$ cat config.mk
export PLATFORM = sky130hd
export DESIGN_NAME = fce_seq_flat
export DESIGN_NICKNAME = d
export VERILOG_FILES = /design/src/fce_pkg.sv /design/src/fce_if.sv /design/src/fce_seq.sv /design/src/flat_wrapper.sv
export SDC_FILE = /design/constraint.sdc
export NUM_CORES = 1
export LEC_CHECK = 0
export BUFFER_PORTS_ARGS = -buffer_cell sky130_fd_sc_hd__clkbuf_2
export CAP_MARGIN = 20
export CORE_MARGIN = 1.5
export CORE_UTILIZATION = 40
export DETAILED_ROUTE_END_ITERATION = 12
export GPL_ROUTABILITY_DRIVEN = 0
export PLACE_DENSITY = 0.54
export SLEW_MARGIN = 20
export SYNTH_ARGS = -nofsm -noshare
export SYNTH_HDL_FRONTEND = slang
export SYNTH_SLANG_ARGS = --single-unit
$ cat constraint.sdc
create_clock -name clk -period 5.8 [get_ports clk]
set_clock_uncertainty 0.15 [all_clocks]
set_input_delay 0.29 -clock clk [delete_from_list [all_inputs] [get_ports clk]]
set_output_delay 0.29 -clock clk [all_outputs]
set_load 0.1 [all_outputs]
$ cat src/fce_pkg.sv
// ----------------------------------------------------------------------------
// fce_pkg
// shared codes, types and link encode/decode helpers for the fat chain engine
// ----------------------------------------------------------------------------
package fce_pkg;

    // table formats
    localparam logic [1:0] KIND_FAT12 = 2'd0;
    localparam logic [1:0] KIND_FAT16 = 2'd1;
    localparam logic [1:0] KIND_FAT32 = 2'd2;

    // actions
    localparam logic [2:0] ACT_READ  = 3'd0;
    localparam logic [2:0] ACT_SET   = 3'd1;
    localparam logic [2:0] ACT_FIND  = 3'd2;
    localparam logic [2:0] ACT_FREE  = 3'd3;
    localparam logic [2:0] ACT_END   = 3'd4;

    // status codes
    localparam logic [1:0] ST_OK     = 2'd0;
    localparam logic [1:0] ST_RANGE  = 2'd1;
    localparam logic [1:0] ST_BROKEN = 2'd2;
    localparam logic [1:0] ST_NOFREE = 2'd3;

    // configuration register indexes
    localparam logic CFG_FAT_KIND      = 1'b0;
    localparam logic CFG_CLUSTER_COUNT = 1'b1;

    localparam logic [1:0]  KIND_RESET  = KIND_FAT32;
    localparam logic [13:0] COUNT_RESET = 14'd16382;
    localparam logic [13:0] HINT_RESET  = 14'd2;

    // memory command
    typedef struct packed {
        logic rd;
        logic wr;
    } fce_mem_cmd_t;

    function automatic logic [27:0] end_value(input logic [1:0] kind);
        logic [27:0] ev;
        if (kind == KIND_FAT12)
            ev = 28'h0000FF8;
        else if (kind == KIND_FAT16)
            ev = 28'h000FFF8;
        else
            ev = 28'hFFFFFF8;
        return ev;
    endfunction

    // bytes per entry access
    function automatic logic [2:0] link_bytes(input logic [1:0] kind);
        logic [2:0] nb;
        if (kind == KIND_FAT12 || kind == KIND_FAT16)
            nb = 3'd2;
        else
            nb = 3'd4;
        return nb;
    endfunction

    // raw little-endian bytes to link value
    function automatic logic [27:0] decode_link(input logic [1:0] kind, input logic odd,
                                                input logic [31:0] raw);
        logic [27:0] v;
        if (kind == KIND_FAT12)
            v = odd ? {16'd0, raw[15:4]} : {16'd0, raw[11:0]};
        else if (kind == KIND_FAT16)
            v = {12'd0, raw[15:0]};
        else
            v = raw[27:0];
        if (v > end_value(kind))
            v = {v[27:4], 4'd0};
        return v;
    endfunction

    // link value to bytes, fat12 keeps the neighbor nibble
    function automatic logic [31:0] encode_link(input logic [1:0] kind, input logic odd,
                                                input logic [27:0] v, input logic [31:0] raw);
        logic [31:0] w;
        if (kind == KIND_FAT12)
            w = odd ? {16'd0, v[11:0], raw[3:0]} : {16'd0, raw[15:12], v[11:0]};
        else if (kind == KIND_FAT16)
            w = {16'd0, v[15:0]};
        else
            w = {4'd0, v};
        return w;
    endfunction

endpackage

$ cat src/fce_if.sv
// ----------------------------------------------------------------------------
// fce channel interfaces
// request and result channels with valid/ready handshake
// ----------------------------------------------------------------------------
interface fce_in_if;
    logic        valid;
    logic        ready;
    logic [2:0]  action;
    logic [13:0] cluster;
    logic [27:0] link_value;

    modport source (output valid, output action, output cluster, output link_value,
                    input ready);
    modport sink   (input valid, input action, input cluster, input link_value,
                    output ready);
endinterface

interface fce_out_if;
    logic        valid;
    logic        ready;
    logic [27:0] result_value;
    logic [1:0]  status;

    modport source (output valid, output result_value, output status, input ready);
    modport sink   (input valid, input result_value, input status, output ready);
endinterface

$ cat src/fce_seq.sv
// ----------------------------------------------------------------------------
// fce_seq
// operation sequencer: byte reads, link decode, read-modify-write, scans, walks
// ----------------------------------------------------------------------------
module fce_seq #(
    parameter int MAX_CLUSTERS = 16384,
    parameter int AW           = 16
) (
    input  logic                  clk,
    input  logic                  rst_n,
    fce_in_if.sink                in_ch,
    fce_out_if.source             out_ch,
    input  logic [1:0]            fat_kind,
    input  logic [13:0]           cluster_count,
    input  logic                  store_busy,
    output fce_pkg::fce_mem_cmd_t mem_cmd,
    output logic [AW-1:0]         mem_addr,
    output logic [7:0]            mem_wdata,
    input  logic [7:0]            mem_rdata
);

    localparam int CW = $clog2(MAX_CLUSTERS);

    localparam logic [3:0] S_IDLE  = 4'd0;
    localparam logic [3:0] S_EXEC  = 4'd1;
    localparam logic [3:0] S_RD    = 4'd2;
    localparam logic [3:0] S_POST  = 4'd3;
    localparam logic [3:0] S_WR    = 4'd4;
    localparam logic [3:0] S_AFTER = 4'd5;
    localparam logic [3:0] S_WALK  = 4'd6;
    localparam logic [3:0] S_SCAN  = 4'd7;
    localparam logic [3:0] S_DONE  = 4'd8;

    logic [3:0]  state_reg,   state_next;
    logic [2:0]  act_reg,     act_next;
    logic [27:0] cl_reg,      cl_next;
    logic [27:0] lv_reg,      lv_next;
    logic [27:0] nx_reg,      nx_next;
    logic [27:0] wval_reg,    wval_next;
    logic [27:0] res_reg,     res_next;
    logic [1:0]  st_reg,      st_next;
    logic [13:0] steps_reg,   steps_next;
    logic [13:0] hint_reg,    hint_next;
    logic [31:0] raw_reg,     raw_next;
    logic [2:0]  cnt_reg,     cnt_next;
    logic        pend_reg,    pend_next;
    logic [1:0]  lane_reg,    lane_next;
    logic        phase_reg,   phase_next;
    logic        ovalid_reg,  ovalid_next;
    logic [27:0] ores_reg,    ores_next;
    logic [1:0]  ost_reg,     ost_next;

    logic [27:0]   end_v;
    logic [2:0]    nb;
    logic [27:0]   link;
    logic [31:0]   wbytes;
    logic [14:0]   count_p1;
    logic          cl_rng;
    logic          hint_rng;
    logic [AW-1:0] c_ext;
    logic [AW-1:0] base;
    logic          accept;

    function automatic logic in_rng(input logic [27:0] c, input logic [1:0] kind,
                                    input logic [14:0] cp1);
        logic ok;
        ok = (c >= 28'd2) && (c <= {13'd0, cp1}) && ({4'd0, c} < 32'(MAX_CLUSTERS));
        if (kind == fce_pkg::KIND_FAT12 && c >= 28'h0000FF8)
            ok = 1'b0;
        if (kind == fce_pkg::KIND_FAT16 && c >= 28'h000FFF8)
            ok = 1'b0;
        return ok;
    endfunction

    always_comb
    begin
        end_v    = fce_pkg::end_value(fat_kind);
        nb       = fce_pkg::link_bytes(fat_kind);
        link     = fce_pkg::decode_link(fat_kind, cl_reg[0], raw_reg);
        wbytes   = fce_pkg::encode_link(fat_kind, cl_reg[0], wval_reg, raw_reg);
        count_p1 = {1'b0, cluster_count} + 15'd1;
        cl_rng   = in_rng(cl_reg, fat_kind, count_p1);
        hint_rng = in_rng({14'd0, hint_reg}, fat_kind, count_p1);
        c_ext    = AW'(cl_reg[CW-1:0]);
        if (fat_kind == fce_pkg::KIND_FAT12)
            base = (c_ext + (c_ext << 1)) >> 1;
        else if (fat_kind == fce_pkg::KIND_FAT16)
            base = c_ext << 1;
        else
            base = c_ext << 2;
    end

    assign in_ch.ready = (state_reg == S_IDLE) && !store_busy;
    assign accept      = in_ch.valid && in_ch.ready;

    always_comb
    begin
        state_next  = state_reg;
        act_next    = act_reg;
        cl_next     = cl_reg;
        lv_next     = lv_reg;
        nx_next     = nx_reg;
        wval_next   = wval_reg;
        res_next    = res_reg;
        st_next     = st_reg;
        steps_next  = steps_reg;
        hint_next   = hint_reg;
        raw_next    = raw_reg;
        cnt_next    = cnt_reg;
        pend_next   = 1'b0;
        lane_next   = lane_reg;
        phase_next  = phase_reg;
        ovalid_next = ovalid_reg && !out_ch.ready;
        ores_next   = ores_reg;
        ost_next    = ost_reg;
        mem_cmd     = '0;
        mem_addr    = base + AW'(cnt_reg);
        mem_wdata   = wbytes[{cnt_reg[1:0], 3'b000} +: 8];

        unique case (state_reg)
            S_IDLE:
            begin
                if (accept)
                begin
                    act_next   = in_ch.action;
                    cl_next    = {14'd0, in_ch.cluster};
                    lv_next    = in_ch.link_value;
                    res_next   = '0;
                    st_next    = fce_pkg::ST_OK;
                    steps_next = '0;
                    state_next = S_EXEC;
                end
            end
            S_EXEC:
            begin
                cnt_next = '0;
                raw_next = '0;
                unique case (act_reg)
                    fce_pkg::ACT_READ:
                    begin
                        if (cl_rng)
                            state_next = S_RD;
                        else
                        begin
                            st_next    = fce_pkg::ST_RANGE;
                            state_next = S_DONE;
                        end
                    end
                    fce_pkg::ACT_SET:
                    begin
                        wval_next = lv_reg;
                        if (!cl_rng)
                        begin
                            st_next    = fce_pkg::ST_RANGE;
                            state_next = S_DONE;
                        end
                        else if (fat_kind == fce_pkg::KIND_FAT12)
                            state_next = S_RD;
                        else
                            state_next = S_WR;
                    end
                    fce_pkg::ACT_FIND:
                    begin
                        hint_next  = hint_rng ? hint_reg : fce_pkg::HINT_RESET;
                        cl_next    = hint_rng ? {14'd0, hint_reg} : {14'd0, fce_pkg::HINT_RESET};
                        phase_next = 1'b0;
                        state_next = S_SCAN;
                    end
                    fce_pkg::ACT_FREE:
                        state_next = S_WALK;
                    fce_pkg::ACT_END:
                    begin
                        if (cl_rng)
                            state_next = S_RD;
                        else
                        begin
                            st_next    = fce_pkg::ST_RANGE;
                            state_next = S_DONE;
                        end
                    end
                    default:
                        state_next = S_DONE;
                endcase
            end
            S_RD:
            begin
                if (cnt_reg < nb)
                begin
                    mem_cmd.rd = 1'b1;
                    cnt_next   = cnt_reg + 3'd1;
                    pend_next  = 1'b1;
                    lane_next  = cnt_reg[1:0];
                end
                if (pend_reg)
                    raw_next[{lane_reg, 3'b000} +: 8] = mem_rdata;
                if (cnt_reg == nb && pend_reg)
                    state_next = S_POST;
            end
            S_POST:
            begin
                cnt_next = '0;
                unique case (act_reg)
                    fce_pkg::ACT_READ:
                    begin
                        res_next   = link;
                        state_next = S_DONE;
                    end
                    fce_pkg::ACT_SET:
                        state_next = S_WR;
                    fce_pkg::ACT_FIND:
                    begin
                        if (link == 28'd0)
                        begin
                            hint_next  = cl_reg[13:0];
                            res_next   = cl_reg;
                            state_next = S_DONE;
                        end
                        else
                        begin
                            cl_next    = cl_reg + 28'd1;
                            state_next = S_SCAN;
                        end
                    end
                    fce_pkg::ACT_FREE:
                    begin
                        nx_next    = link;
                        wval_next  = '0;
                        state_next = S_WR;
                    end
                    fce_pkg::ACT_END:
                    begin
                        nx_next    = link;
                        wval_next  = end_v;
                        state_next = S_WR;
                    end
                    default:
                        state_next = S_DONE;
                endcase
            end
            S_WR:
            begin
                mem_cmd.wr = 1'b1;
                if (cnt_reg == 3'd0 && wval_reg == 28'd0)
                    hint_next = cl_reg[13:0];
                if (cnt_reg == nb - 3'd1)
                    state_next = S_AFTER;
                else
                    cnt_next = cnt_reg + 3'd1;
            end
            S_AFTER:
            begin
                if (act_reg == fce_pkg::ACT_SET || nx_reg == 28'd0)
                    state_next = S_DONE;
                else if (nx_reg < 28'd2)
                begin
                    st_next    = fce_pkg::ST_BROKEN;
                    state_next = S_DONE;
                end
                else
                begin
                    cl_next    = nx_reg;
                    act_next   = fce_pkg::ACT_FREE;
                    state_next = S_WALK;
                end
            end
            S_WALK:
            begin
                cnt_next = '0;
                raw_next = '0;
                if (cl_reg >= end_v)
                    state_next = S_DONE;
                else if (!cl_rng)
                begin
                    st_next    = fce_pkg::ST_RANGE;
                    state_next = S_DONE;
                end
                else if (steps_reg >= cluster_count)
                begin
                    st_next    = fce_pkg::ST_BROKEN;
                    state_next = S_DONE;
                end
                else
                begin
                    steps_next = steps_reg + 14'd1;
                    state_next = S_RD;
                end
            end
            S_SCAN:
            begin
                cnt_next = '0;
                raw_next = '0;
                if (!phase_reg && cl_reg > {13'd0, count_p1})
                begin
                    phase_next = 1'b1;
                    cl_next    = 28'd2;
                end
                else if (phase_reg && cl_reg >= {14'd0, hint_reg})
                begin
                    st_next    = fce_pkg::ST_NOFREE;
                    state_next = S_DONE;
                end
                else if (cl_rng)
                    state_next = S_RD;
                else
                    cl_next = cl_reg + 28'd1;
            end
            S_DONE:
            begin
                if (!ovalid_reg || out_ch.ready)
                begin
                    ovalid_next = 1'b1;
                    ores_next   = (st_reg == fce_pkg::ST_OK) ? res_reg : 28'd0;
                    ost_next    = st_reg;
                    state_next  = S_IDLE;
                end
            end
            default:
                state_next = S_IDLE;
        endcase
    end

    always_ff @(posedge clk or negedge rst_n)
    begin
        if (!rst_n)
        begin
            state_reg  <= S_IDLE;
            hint_reg   <= fce_pkg::HINT_RESET;
            pend_reg   <= 1'b0;
            ovalid_reg <= 1'b0;
        end
        else
        begin
            state_reg  <= state_next;
            hint_reg   <= hint_next;
            pend_reg   <= pend_next;
            ovalid_reg <= ovalid_next;
        end
    end

    always_ff @(posedge clk)
    begin
        act_reg   <= act_next;
        cl_reg    <= cl_next;
        lv_reg    <= lv_next;
        nx_reg    <= nx_next;
        wval_reg  <= wval_next;
        res_reg   <= res_next;
        st_reg    <= st_next;
        steps_reg <= steps_next;
        raw_reg   <= raw_next;
        cnt_reg   <= cnt_next;
        lane_reg  <= lane_next;
        phase_reg <= phase_next;
        ores_reg  <= ores_next;
        ost_reg   <= ost_next;
    end

    assign out_ch.valid        = ovalid_reg;
    assign out_ch.result_value = ores_reg;
    assign out_ch.status       = ost_reg;

endmodule

$ cat src/flat_wrapper.sv
// flat-port wrapper written by rule: the top's interface ports become plain ports
module fce_seq_flat 
#(
    parameter int MAX_CLUSTERS = 16384,
    parameter int AW           = 16
)
  (clk, rst_n, fat_kind, cluster_count, store_busy, mem_cmd, mem_addr, mem_wdata, mem_rdata, in_ch_valid, in_ch_action, in_ch_cluster, in_ch_link_value, in_ch_ready, out_ch_valid, out_ch_result_value, out_ch_status, out_ch_ready);
  fce_in_if in_ch_i ();
  fce_out_if out_ch_i ();
  input  logic clk;
  input  logic rst_n;
  input  logic [1:0] fat_kind;
  input  logic [13:0] cluster_count;
  input  logic store_busy;
  output fce_pkg::fce_mem_cmd_t mem_cmd;
  output logic [AW-1:0] mem_addr;
  output logic [7:0] mem_wdata;
  input  logic [7:0] mem_rdata;
  input wire logic [$bits(in_ch_i.valid)-1:0] in_ch_valid;
  input wire logic [$bits(in_ch_i.action)-1:0] in_ch_action;
  input wire logic [$bits(in_ch_i.cluster)-1:0] in_ch_cluster;
  input wire logic [$bits(in_ch_i.link_value)-1:0] in_ch_link_value;
  output wire logic [$bits(in_ch_i.ready)-1:0] in_ch_ready;
  output wire logic [$bits(out_ch_i.valid)-1:0] out_ch_valid;
  output wire logic [$bits(out_ch_i.result_value)-1:0] out_ch_result_value;
  output wire logic [$bits(out_ch_i.status)-1:0] out_ch_status;
  input wire logic [$bits(out_ch_i.ready)-1:0] out_ch_ready;
  assign in_ch_i.valid = in_ch_valid;
  assign in_ch_i.action = in_ch_action;
  assign in_ch_i.cluster = in_ch_cluster;
  assign in_ch_i.link_value = in_ch_link_value;
  assign in_ch_ready = in_ch_i.ready;
  assign out_ch_valid = out_ch_i.valid;
  assign out_ch_result_value = out_ch_i.result_value;
  assign out_ch_status = out_ch_i.status;
  assign out_ch_i.ready = out_ch_ready;
  fce_seq #(.MAX_CLUSTERS(MAX_CLUSTERS), .AW(AW)) u_core (.clk(clk), .rst_n(rst_n), .in_ch(in_ch_i), .out_ch(out_ch_i), .fat_kind(fat_kind), .cluster_count(cluster_count), .store_busy(store_busy), .mem_cmd(mem_cmd), .mem_addr(mem_addr), .mem_wdata(mem_wdata), .mem_rdata(mem_rdata));
endmodule
==> out/qor.csv, run 1 <==
metric,value,unit
status,completed,
Combinational Power Share,0.481,
sw power,0.004397,W
synth cell count leaders,"edfxtp_1 (223), nand2_1 (185), ha_1 (129), nor2_1 (116), a21oi_1 (93)",
Seq cells post-synth,243,
drt pass-1 iters,6,
Final Hold Slack,58.13,ps
Post-Syn Area,15570,µm²
Initial Util,0.4039,
share of cells above drive strength 1,0.1363,
die width,200.3,µm
Area Overhead vs Synth,17.43,%
HPWL Detailed,34750,µm
num ports,132,
vias per cell,5.625,
clock power share,0.187,
core area,38560,µm²
IO Port Bufs,131,
Final ANT Viol Nets,0,
Crit Path Max Fanout,12,
Iter 0 DRT Violations,1099,
Routed Wire Length,46930,µm
Clock Tree Buf Depth,3,
Wirelength per Cell,20.87,µm
type of the tightest min-delay check,in -> reg,
n_diodes,0,
Tcrit/Tclk final,0.9431,
nets,1915,
setup violators final,0,
Synth area leaders,"edfxtp_1 (43%), ha_1 (10%), nand2_1 (4.5%)",
reg2reg setup slack,1710,ps
filler instances,3648,
Pint,0.004818,W
Util after Layout,0.4743,
htree depth,1,
Rel. slew slack,0.2766,
CTS sink cnt,243,
Period minus WS final,5470,ps
top cell type's share of synthesized area,0.4300,
cell with the most instances after synthesis,edfxtp_1,
CP arrival,5030,ps
Max Slew Vio Count,0,
WP data required,5360,ps
Peak Freq,0.1828,GHz
setup slack after layout,330.1,ps
largest net degree at the start of global routing,38,
total of max-cap violations,0,
Cells after Synth,1531,
clock latency on the worst-skew pair,570,ps
chip height,200.3,µm
"FFs w/ async S/R, synth",0.08230,
vias in the first global route,12250,
initial antenna violation count,0,
gr usage total,0.2317,
maximum VDD drop,0.5136,mV
root buf cell,clkbuf_16,
WS Path Type,reg -> out,
Tightest Pin Transition,1084,ps
Sequential Power Share,0.332,
CTS tree,done,
register area share after synthesis,0.4622,
P_leak,7.356,nW
Yosys top cell by area,edfxtp_1,
Final Hold Viols,0,
global-route wire length before repair,72750,µm
Worst Setup Start Kind,flip-flop,
PwrDens,503.8,nW/µm²
CTS Buf Count,28,
sw frac,0.4771,
RSZ-0062 raised after global routing,no,
GR Overflow Total,0,
mean area per synthesized cell,10.17,µm²
row cnt,72,
endpoint type of the worst setup path,output pin,
DR vias,12650,
"Clk pin slew, worst setup/hold paths",60,ps
Yosys warnings,0,
Die Footprint,40130,µm²
DRC Markers,0,
Yosys cell types,82,
Mapped Nets,1736,
ys flop type,edfxtp_1,
pre-CTS setup slack,566.3,ps
TNS Setup,0,ps
number of flops mapped to enable cells by yosys,223,
[critical path, stage by stage, from the launching register on]
cell and delay, ps:
edfxtp_1 590, ha_1 380, fa_1 490, a21o_1 220, a221oi_2 430, mux2i_1 240
o221ai_1 230, nor4b_2 490, nand4_1 200, nor4_1 410, nand3b_1 160, xor2_1 180
buf_2 440
[path summary, 6_finish.rpt]
| check | startpoint | to | cells past startpoint |
|---|---|---|---|
| worst max-delay path | u_core.cl_reg[1] | mem_addr[15] | 12 |
| worst min-delay path | in_ch_cluster[10] | u_core.cl_reg[10] | 3 |
| worst max register to register | u_core.cl_reg[7] | u_core.cl_reg[17] | 8 |
| worst min register to register | u_core.st_reg[1] | u_core.out_ch.status[1] | 0 |
| max in group asynchronous | rst_n | u_core.out_ch.valid | 2 |
| min in group asynchronous | rst_n | u_core.hint_reg[9] | 2 |
[logic make-up after synthesis]
logic type      Yosys count  synth area share
mux                      40           0.02932
fa+ha+maj               132            0.1069
compound gates          321            0.1381
flops                   243            0.4622
buf+inv                 130           0.03310
xor+xnor                 70           0.04025
simple gates            595            0.1902
[metrics by stage]
step | cells | cell area, µm² | total power, W
finish | 2249 | 18290 | 0.009215
global route | 2249 | 18290 | 0.009723
CTS | 2249 | 18280 | 0.009207
detailed placement | 2144 | 16850 | 0.007419
global placement | 2144 | 16850 | 0.007392
floorplan | 1531 | 15570 | 0.006221
[power by group through the flow]
stage	sequential [W]	combinational [W]	clock (W)
4_1_cts	0.00305	0.00439	0.00177
3_5_place_dp	0.00308	0.00434	0
6_report	0.00306	0.00443	0.00172
5_1_grt	0.00312	0.00477	0.00184
2_1_floorplan	0.00310	0.00312	0
3_3_place_gp	0.00308	0.00431	0
[layout make-up]
type | count | area [µm²] | share of cell area
multi-input cells | 1158 | 7904 | 0.4322
flip-flops and latches | 243 | 7198 | 0.3936
repair buffers | 214 | 1414 | 0.07731
clock buffers | 36 | 752.0 | 0.04112
well taps | 518 | 648.1 | 0.03544
inverters | 65 | 244.0 | 0.01334
clock inverters | 15 | 128.9 | 0.007047
[repair_timing]
action | 4_1_cts | 5_1_grt
endpoints found under the hold margin | 84 | 0
resized for setup | 1 | 2
buffers inserted | 0 | 0
hold buffers | 54 | 0
endpoints found under the setup margin | 1 | 3
[cell usage in the layout, fill, tap and decap left out, types with 54 or more instances in the layout]
| cell | Yosys | layout |
|---|---|---|
| o21ai_0 | 56 | 56 |
| edfxtp_1 | 223 | 223 |
| nor2_1 | 116 | 112 |
| inv_1 | 63 | 63 |
| dlygate4sd3_1 | 0 | 54 |
| clkbuf_2 | 0 | 130 |
| a21oi_1 | 93 | 93 |
| and2_1 | 56 | 56 |
| ha_1 | 129 | 129 |
| nand2_1 | 185 | 185 |
[per-layer routing]
layer | wire [µm] | GRT usage | vias up | part of all wire
met5 | 0 | 0 | - | 0
li1 | - | - | 6011 | -
met3 | 2747 | 0.03368 | 79 | 0.059
met1 | 21550 | 0.3277 | 6108 | 0.46
met4 | 1272 | 0.06472 | 0 | 0.027
met2 | 21360 | 0.3705 | 452 | 0.46
Power figures use the tool's default switching activity.
==> run 2, diff against run 1 <==
==> constraint.sdc (replaced) <==
create_clock -name clk -period 5.8 [get_ports clk]
set_clock_uncertainty 0.15 [all_clocks]
set_input_delay 0.58 -clock clk [delete_from_list [all_inputs] [get_ports clk]]
set_output_delay 0.58 -clock clk [all_outputs]
set_load 0.1 [all_outputs]
==> out/qor.csv, run 2 (same netlist as run 1, synthesis figures left out) <==
metric,value,unit
Peak Freq,0.1860,GHz
setup violators final,0,
vias in the first global route,11930,
share of cells above drive strength 1,0.1435,
Die Footprint,40130,µm²
clock power share,0.192,
core area,38560,µm²
pre-CTS setup slack,763.9,ps
clock latency on the worst-skew pair,570,ps
CTS tree,done,
sw power,0.004439,W
Clock Tree Buf Depth,3,
sw frac,0.4760,
"non-filler cells, final",2198,
Final Hold Viols,0,
most frequent cells in the layout,"edfxtp_1 (223), nand2_1 (185), ha_1 (129)",
largest net degree at the start of global routing,38,
maximum VDD drop,0.4911,mV
drt pass-1 iters,6,
filler instances,3716,
endpoint type of the worst setup path,output pin,
GR Overflow Total,0,
CTS Buf Count,27,
IO Port Bufs,131,
Wirelength per Cell,21.24,µm
total of max-cap violations,0,
status,completed,
Tightest Pin Transition,1010,ps
vias per cell,5.614,
Period minus WS final,5376,ps
Final Hold Slack,37.77,ps
DR vias,12340,
Routed Wire Length,46680,µm
Rel. slew slack,0.3267,
DRC Markers,0,
"Clk pin slew, worst setup/hold paths",60,ps
num ports,132,
die width,200.3,µm
RSZ-0062 raised after global routing,no,
Pint,0.004888,W
"leading cell type in the layout, fill and taps excluded",edfxtp_1,
Final ANT Viol Nets,0,
Worst Setup Start Kind,flip-flop,
Tcrit/Tclk final,0.9269,
n_diodes,0,
Combinational Power Share,0.483,
initial antenna violation count,0,
Max Slew Vio Count,0,
Area Overhead vs Synth,14.81,%
Initial Util,0.4039,
P_leak,7.189,nW
HPWL Detailed,35140,µm
"Setup Fix Bufs, Post-CTS",0,
htree depth,1,
row cnt,72,
WP data required,5070,ps
CTS sink cnt,243,
Sequential Power Share,0.325,
root buf cell,clkbuf_16,
chip height,200.3,µm
Iter 0 DRT Violations,1160,
Util after Layout,0.4637,
setup slack after layout,424.2,ps
global-route wire length before repair,71540,µm
Cells after DPL,2147,
nets,1864,
PwrDens,521.7,nW/µm²
gr usage total,0.2296,
type of the tightest min-delay check,in -> reg,
CP arrival,4650,ps
Crit Path Max Fanout,11,
WS Path Type,reg -> out,
TNS Setup,0,ps
==> run 2: power by group through the flow <==
stage	logic [W]	clock network (W)	registers [W]
2_1_floorplan	0.00312	0	0.00310
3_3_place_gp	0.00440	0	0.00304
3_5_place_dp	0.00444	0	0.00305
4_1_cts	0.00447	0.00183	0.00302
5_1_grt	0.00486	0.00189	0.00308
6_report	0.00451	0.00179	0.00303
==> run 2: repair_timing <==
action                                  in CTS  in global routing
hold buffers                                 1                  0
endpoints found under the hold margin       19                  0
resized for setup                            0                  3
endpoints found under the setup margin       0                  4
==> run 2: layout make-up <==
cell class	count	area, µm²	area share
clock inverters	19	216.5	0.01211
well taps	518	648.1	0.03625
flip-flops and latches	243	7198	0.4026
multi-input cells	1158	7914	0.4426
repair buffers	164	958.4	0.05360
clock buffers	31	700.7	0.03919
inverters	65	244.0	0.01365
==> run 2: worst paths after layout <==
path | slack, ps | end | startpoint | cells past startpoint
setup / recovery | 420 | mem_addr[15] | u_core.cl_reg[2] | 12
hold / removal | 40 | u_core.lv_reg[19] | in_ch_link_value[19] | 1
setup reg to reg | 1710 | u_core.hint_reg[8] | u_core.cl_reg[0] | 11
hold reg to reg | 300 | u_core.out_ch.status[0] | u_core.st_reg[0] | 0
max in group asynchronous | 4650 | u_core.state_reg[2] | rst_n | 2
min in group asynchronous | 420 | u_core.hint_reg[10] | rst_n | 2
==> run 2: per-stage QoR <==
stage | total power [W] | area, µm²
floorplan | 0.006221 | 15570
global placement | 0.007437 | 16910
detailed placement | 0.007491 | 16940
CTS | 0.009316 | 17860
global route | 0.009830 | 17880
finish | 0.009327 | 17880
==> run 2: critical path, cell delays in order, from the launching register on <==
cell      delay [ps]
edfxtp_1         640
inv_1            200
ha_1             390
a21o_1           240
a221oi_2         420
mux2i_1          230
o221ai_1         250
nor4b_2          520
nand4_1          190
nor4_1           360
nand3b_1         140
xor2_1           280
buf_12           210
==> run 2: metal layers <==
metal  GRT usage  wire (µm)  vias up
li1            -          -     5913
met1      0.3241      21380     5902
met2      0.3632      20920      454
met3     0.03157       2893       70
met4     0.07707       1490        0
met5           0          0        -
